File: src/hdl/spq_pkg.sv
// ----------------------------------------------------------------------------
// spq_pkg
// Types and constants shared by the sorted priority queue.
// ----------------------------------------------------------------------------
`timescale 1ns / 1ps
`default_nettype none
package spq_pkg;
    localparam int SPQ_DEPTH    = 16;
    localparam int SPQ_KEY_BITS = 10;

    localparam logic [1:0] OP_INSERT = 2'd0;
    localparam logic [1:0] OP_POP    = 2'd1;
    localparam logic [1:0] OP_LIST   = 2'd2;

    localparam logic [1:0] ST_OK    = 2'd0;
    localparam logic [1:0] ST_FULL  = 2'd1;
    localparam logic [1:0] ST_EMPTY = 2'd2;

    typedef enum logic [2:0] {
        S_IDLE,
        S_INSERT,
        S_POP,
        S_LIST,
        S_REPLY
    } state_t;

    typedef struct packed {
        logic do_insert;
        logic do_pop;
        logic clr_idx;
        logic inc_idx;
        logic emit_entry;
        logic emit_none;
        logic emit_last;
        logic [1:0] emit_status;
    } cmd_t;

    typedef struct packed {
        logic full;
        logic empty;
        logic idx_last;
    } sts_t;
endpackage
`default_nettype wire

File: src/hdl/spq_ctrl.sv
// ----------------------------------------------------------------------------
// spq_ctrl
// Command sequencer of the sorted priority queue.
// ----------------------------------------------------------------------------
`timescale 1ns / 1ps
`default_nettype none
module spq_ctrl
    import spq_pkg::*;
(
    input  wire logic       clk,
    input  wire logic       rst_n,
    input  wire logic       start,
    input  wire logic [1:0] opcode,
    input  sts_t            sts,
    output logic            busy,
    output cmd_t            cmd
);
    state_t state_reg, state_next;
    logic [1:0] rsp_reg, rsp_next;

    always_ff @(posedge clk or negedge rst_n)
    begin
        if (!rst_n)
        begin
            state_reg <= S_IDLE;
            rsp_reg   <= ST_OK;
        end
        else
        begin
            state_reg <= state_next;
            rsp_reg   <= rsp_next;
        end
    end

    always_comb
    begin
        state_next = state_reg;
        rsp_next   = rsp_reg;
        unique case (state_reg)
            S_IDLE:
            begin
                if (start)
                begin
                    unique case (opcode)
                        OP_INSERT: state_next = S_INSERT;
                        OP_POP:    state_next = S_POP;
                        OP_LIST:   state_next = S_LIST;
                        default:   state_next = S_IDLE;
                    endcase
                end
            end
            S_INSERT:
            begin
                rsp_next   = sts.full ? ST_FULL : ST_OK;
                state_next = S_REPLY;
            end
            S_POP:  state_next = S_IDLE;
            S_LIST: if (sts.empty || sts.idx_last) state_next = S_IDLE;
            S_REPLY: state_next = S_IDLE;
            default: state_next = S_IDLE;
        endcase
    end

    always_comb
    begin
        cmd  = '0;
        busy = (state_reg != S_IDLE);
        unique case (state_reg)
            S_IDLE: cmd.clr_idx = 1'b1;
            S_INSERT: cmd.do_insert = !sts.full;
            S_POP:
            begin
                cmd.emit_last = 1'b1;
                if (sts.empty)
                begin
                    cmd.emit_none   = 1'b1;
                    cmd.emit_status = ST_EMPTY;
                end
                else
                begin
                    cmd.emit_entry = 1'b1;
                    cmd.do_pop     = 1'b1;
                end
            end
            S_LIST:
            begin
                cmd.inc_idx = 1'b1;
                if (sts.empty)
                begin
                    cmd.emit_none   = 1'b1;
                    cmd.emit_status = ST_EMPTY;
                    cmd.emit_last   = 1'b1;
                end
                else
                begin
                    cmd.emit_entry = 1'b1;
                    cmd.emit_last  = sts.idx_last;
                end
            end
            S_REPLY:
            begin
                cmd.emit_none   = 1'b1;
                cmd.emit_last   = 1'b1;
                cmd.emit_status = rsp_reg;
            end
            default: cmd = '0;
        endcase
    end
endmodule
`default_nettype wire

File: config.mk
export PLATFORM = sky130hd
export DESIGN_NAME = spq_ctrl
export DESIGN_NICKNAME = d
export VERILOG_FILES = /design/src/hdl/spq_pkg.sv /design/src/hdl/spq_ctrl.sv
export SDC_FILE = /design/constraint.sdc
export NUM_CORES = 1
export LEC_CHECK = 0
export BUFFER_PORTS_ARGS = -buffer_cell sky130_fd_sc_hd__buf_2
export CAP_MARGIN = 40
export CORE_AREA = 5 5 42 44
export DETAILED_ROUTE_END_ITERATION = 8
export DIE_AREA = 0 0 47 49
export GPL_TIMING_DRIVEN = 0
export PLACE_DENSITY = 0.48
export SKIP_LAST_GASP = 1
export SYNTH_ARGS = -nofsm -noshare
export SYNTH_HDL_FRONTEND = slang
export SYNTH_SLANG_ARGS = --single-unit
File: constraint.sdc
create_clock -name clk -period 2 [get_ports clk]
set_input_delay 0.2 -clock clk [delete_from_list [all_inputs] [get_ports clk]]
set_output_delay 0.2 -clock clk [all_outputs]
set_load 0.1 [all_outputs]
==> impl_results.md, run 1 <==
- GR peak layer: met2
- Design Area, Final: 447 um2
- DR vias/cell: 4.09
- Clock Skew: 3.56 ps
- Starting Density: 0.211
- Drt wl/cell: 9.94 um
- Num Clock Sinks: 4
- VDD IR max: 0.392 mV
- Syn_nets: 43
- Layout Cells excl Fill: 69
- Routed wire length: 686 um
- Cell type with the largest total area after synthesis: dfrtp_1
- Final period utilization: 0.886
- Synth Warn #: 0
- Sequential area share after synthesis: 0.339
- Met2 Usage GRT: 0.0928
- Largest net degree at the start of global routing: 7
- Flops & latches, synth: 4
- Post-Syn Area: 295 um2
- Reg clk slew, reported paths: 30 ps
- DP Wirelength: 560 um
- Worst r2r src: state_reg[1]$_DFFE_PN0P_
- Post-DP Area: 414 um2
- Final setup violation count: 0
- # IOs: 18
- Crit Path Category: reg -> out
- Antenna Cells: 0
- Most used DFF post-synth: dfrtp_1
- Max reg flops: 3
- Slew Limit Fails: 0
- Sum of negative setup slack: 0 ps
- Minimum clock period: 1770 ps
- Status: complete, no violations
- P&R area growth vs syn: 51.3%
- CTS H-Tree Depth: 1
- FP Rows: 14
- Synth top area cells: dfrtp_1, ha_1, and2_1, nor3b_2, inv_1
- Die height: 49 um
- Worst slew margin: 0.678
- Initial DRT Pass Iterations: 3
- Crit. Startpoint: state_reg[1]$_DFFE_PN0P_
- Die width: 47 um
- Worst slew pin tran: 487 ps
- Root buffer cell: clkbuf_4
- CTS max path bufs: 2
- Port bufs: 17
- Final nets: 66
- GRT Total Usage: 0.0650
- CP max FO: 5
- Initial drt markers: 6
- P_leak: 0.000261 uW
- Routing usage on met3: 0.0443
- Synth async-reset ratio: 1.00
- Total CTS buffers: 3
- Vias in the first global route: 262
- Worst EP required: 1800 ps
- Synth unique cells: 20
- Grt ovf: 0
- DRC: 0
- Clk_lat worst skew: 230 ps
- Worst Setup Start Kind: register
- Data arrival, critical path: 1570 ps
- Max-cap violation count: 0
- GP Congestion: 0.680
- Top cells by count, synth: dfrtp_1, ha_1, inv_1, nand2_1, nor2_1
- Final setup margin: 228 ps
- Routed Antenna Nets: 0
- Hold Vio Cnt, Final: 0
- Unrepaired setup endpoints after global routing: false
- Layout cell share with drive strength beyond 1: 0.547
- Via count: 282
- First-pass GRT wire length: 1.11 mm
- Pwr dens: 1310 nW/um2
- Post-CTS setup buffers: 0
- EDFF count, synth: 0
- DP Cell Count: 65
- CORE AREA: 1400 um2
- Syn Inst Count: 32
- Hold path start: sts[2]
- Worst hold path class: in -> reg
- Met1 usage: 0.0865
- CTS tree: yes
- Die Area: 2300 um2
- Crit end category: output pin
- Initial antenna violation count: 0
- Most numerous cell in the Yosys netlist: dfrtp_1
- Yosys top cell area share: 0.339
- Synth Area per Inst: 9.23 um2
- Highest clock rate: 0.564 GHz
- Pre-CTS setup slack: 475 ps
## where the power goes
group	internal, uW	leakage, uW	total [uW]	switching (uW)
logic	69.2	0.000195	366	297
registers	101	0.0000520	119	18.7
clock network	67.0	0.0000138	98.1	31.1
## cell type report
cell class	count	area, um2
clock buffer	3	22.5
fill	153	955
inverter	4	15.0
multi-input combinational	24	194
sequential	4	100
tap	16	20.0
timing repair buffer	18	95.1
## routing by layer
metal / up-vias / part of all wire
li1: 149 / -
met1: 121 / 0.46
met2: 12 / 0.45
met3: 0 / 0.093
met4: 0 / 0
met5: - / 0
## logic make-up (layout without fill, tap and decap cells)
group	count (synthesis)	count (layout)	share of synthesized area
simple gates	17	17	0.369
flops	4	4	0.339
buf+inv	4	25	0.0508
fa+ha+maj	3	3	0.127
compound gates	3	3	0.0763
mux	1	1	0.0381
## cell usage in the layout (no fill, tap or decap)
| master | count |
|---|---|
| buf_2 | 17 |
| dfrtp_1 | 4 |
| nand2_1 | 3 |
| inv_1 | 3 |
| ha_1 | 3 |
| clkbuf_4 | 3 |
| nor2_1 | 2 |
| nor2b_2 | 2 |
| and2_1 | 2 |
| nor3_2 | 2 |
| nand2b_1 | 1 |
| nor3b_1 | 1 |
| o21ai_2 | 1 |
| or3_4 | 1 |
| inv_2 | 1 |
| and3_1 | 1 |
| nor3b_2 | 1 |
| nor2_2 | 1 |
| o22a_1 | 1 |
| mux2_1 | 1 |
| a31o_1 | 1 |
| dlygate4sd3_1 | 1 |
## critical path, stage by stage, from the launching register on
cell and delay, ps:
dfrtp_1 420, or3_4 440, inv_2 70, buf_2 410
## metrics by stage
| step | hold slack (ps) | utilization | total power, uW |
|---|---|---|---|
| 2_1_floorplan | -95.6 | - | 433 |
| 3_3_place_gp | 9.55 | 0.296 | 487 |
| 3_5_place_dp | 13.1 | 0.296 | 487 |
| 4_1_cts | 214 | 0.319 | 593 |
| 5_1_grt | 235 | 0.319 | 621 |
| 6_report | 221 | 0.319 | 583 |
## final timing paths
kind,depth (start not counted),to,slack [ps]
min in group asynchronous,2,state_reg[2]$_DFFE_PN0P_,310
worst max-delay path,3,cmd[6],230
max in group asynchronous,2,state_reg[1]$_DFFE_PN0P_,1570
worst min register to register,1,rsp_reg[0]$_DFFE_PN0N_,490
worst max register to register,3,state_reg[0]$_DFFE_PN0P_,780
worst min-delay path,2,rsp_reg[0]$_DFFE_PN0N_,220
## what timing repair did
action	CTS	global route
resized for setup	0	0
hold buffers	1	0
hold endpoints to repair	4	0
Power figures use the tool's default switching activity.
==> inputs of run 2 (changes only) <==
clock period = 2.14 ns   (was 2 ns; I/O delays follow)
==> impl_results.md, run 2 (synthesis gave the netlist of run 1 again) <==
- GP Congestion: 0.637 (-6.4%)
- Met3 Wirelength: 72 um (+13%)
- Slew Limit Fails: 0 (unchanged)
- Layout Cells excl Fill: 69 (unchanged)
- Hold Vio Cnt, Final: 0 (unchanged)
- Reg2reg end: state_reg[0]$_DFFE_PN0P_
- Num Clock Sinks: 4 (unchanged)
- Max reg flops: 3 (unchanged)
- Data arrival, critical path: 1560 ps (about the same)
- Minimum clock period: 1780 ps
- CORE AREA: 1400 um2 (unchanged)
- Vias in the first global route: 268 (+2.3%)
- Highest clock rate: 0.563 GHz
- Commonest non-fill, non-tap cell in the layout: buf_2
- FF-to-FF setup slack: 920 ps (+140 ps)
- Total CTS buffers: 3 (unchanged)
- PostCTS Resize Cnt: 0 (unchanged)
- DP Cell Count: 65 (unchanged)
- M1 WL: 288 um (-8.3%)
- DRC: 0 (unchanged)
- Crit path cell chain: or3_4, inv_2, buf_2
- Reg2Reg Depth: 3 (unchanged)
- Status: complete, no violations
- Worst-case hold path end point: rsp_reg[0]$_DFFE_PN0N_
- Final setup violation count: 0 (unchanged)
- VDD IR max: 0.381 mV (-2.7%)
- Worst r2r src: state_reg[1]$_DFFE_PN0P_
- Worst hold path class: in -> reg
- Root buffer cell: clkbuf_4
- Worst Setup Start Kind: register
- CP delay by family, top: buffers and inverters
- Final nets: 66 (unchanged)
- Hold path start: sts[2]
- Antenna Cells: 0 (unchanged)
- Clock Skew: 3.87 ps (+0.302 ps)
- Routed wire length: 697 um (+1.6%)
- Port bufs: 17 (unchanged)
- Initial antenna violation count: 0 (unchanged)
- First-pass GRT wire length: 1.05 mm (-5.6%)
- CTS H-Tree Depth: 1 (unchanged)
- Hold Crit Depth: 2 (unchanged)
- Crit Path Category: reg -> out
- Layout cell share with drive strength beyond 1: 0.528 (-0.0189)
- Die height: 49 um (unchanged)
- Sum of negative setup slack: 0 ps (unchanged)
- # IOs: 18 (unchanged)
- Crit end category: output pin
- Routed Antenna Nets: 0 (unchanged)
- CP max FO: 5 (unchanged)
- P&R area growth vs syn: 50.4%
- Met2 wire length: 336 um (+9.8%)
- CTS tree: yes
- Initial drt markers: 0 (-6)
- Die Area: 2300 um2 (unchanged)
- Max-cap violation count: 0 (unchanged)
- Grt ovf: 0 (unchanged)
- Worst EP required: 1930 ps (+130 ps)
- DP Wirelength: 592 um (+5.8%)
- Drt wl/cell: 10.1 um (+1.6%)
- Post-DP Area: 412 um2 (-0.60%)
- Slowest CP cell: or3_4
- Design Area, Final: 444 um2 (-0.56%)
- Largest net degree at the start of global routing: 7 (unchanged)
- CTS max path bufs: 2 (unchanged)
- Buffers and inverters on the worst path: 2 (unchanged)
- Pre-CTS setup slack: 598 ps (+123 ps)
- Highest Signal Layer: met3
- DR vias/cell: 4.10 (+0.35%)
- Most frequent cells in the layout: buf_2, dfrtp_1
- Via count: 283 (+0.35%)
- CP max stage delay: 440 ps (about the same)
- Unrepaired setup endpoints after global routing: false
- Finished Core Util: 0.317 (-0.00179)
- Worst slew margin: 0.677 (about the same)
- Clk_lat worst skew: 230 ps (about the same)
- Worst slew pin tran: 487 ps (+0.754 ps)
- Die width: 47 um (unchanged)
- GRT Total Usage: 0.0636 (-0.00137)
- FP Rows: 14 (unchanged)
- Starting Density: 0.211 (unchanged)
- Final setup margin: 364 ps (+137 ps)
- Pwr dens: 1230 nW/um2 (-6.1%)
- P_leak: 0.000261 uW (about the same)
- Final period utilization: 0.830
- Reg clk slew, reported paths: 40 ps (about the same)
- Initial DRT Pass Iterations: 1 (-2)
==> run 2: worst max path at each step <==
stage / from / end / slack [ps] / cells past startpoint
CTS: state_reg[1]$_DFFE_PN0P_ / cmd[6] / 340 / 3
detailed placement: state_reg[1]$_DFFE_PN0P_ / cmd[6] / 600 / 3
finish: state_reg[1]$_DFFE_PN0P_ / cmd[6] / 360 / 3
global placement: state_reg[1]$_DFFE_PN0P_ / cmd[6] / 600 / 3
floorplan: state_reg[2]$_DFFE_PN0P_ / cmd[4] / 40 / 2
global route: state_reg[1]$_DFFE_PN0P_ / cmd[6] / 310 / 3
==> run 2: per-layer routing <==
metal	track usage	up-vias
li1	-	148
met1	0.0778	125
met2	0.0905	10
met3	0.0111	0
met4	0.0553	0
met5	0	-
==> run 2: where the power goes <==
part	leakage [uW]	switching, uW	internal, uW
Combinational	0.000195	278	64.5
Sequential	0.0000520	16.9	94.1
Clock	0.0000138	28.9	62.6
==> run 2: layout make-up <==
type | count | area, um2
timing repair buffer | 18 | 95.1
fill | 161 | 957
inverter | 4 | 15.0
multi-input combinational | 24 | 191
tap | 16 | 20.0
sequential | 4 | 100
clock buffer | 3 | 22.5
==> run 2: timing repair <==
item | 4_1_cts | 5_1_grt
hold buffers | 1 | 0
buffers inserted | 0 | 0
hold endpoints to repair | 4 | 0
==> run 2: through the flow <==
stage	total power, uW	hold slack [ps]
finish	545	231
global route	574	232
floorplan	404	-81.6
detailed placement	456	23.6
global placement	454	23.2
CTS	555	224
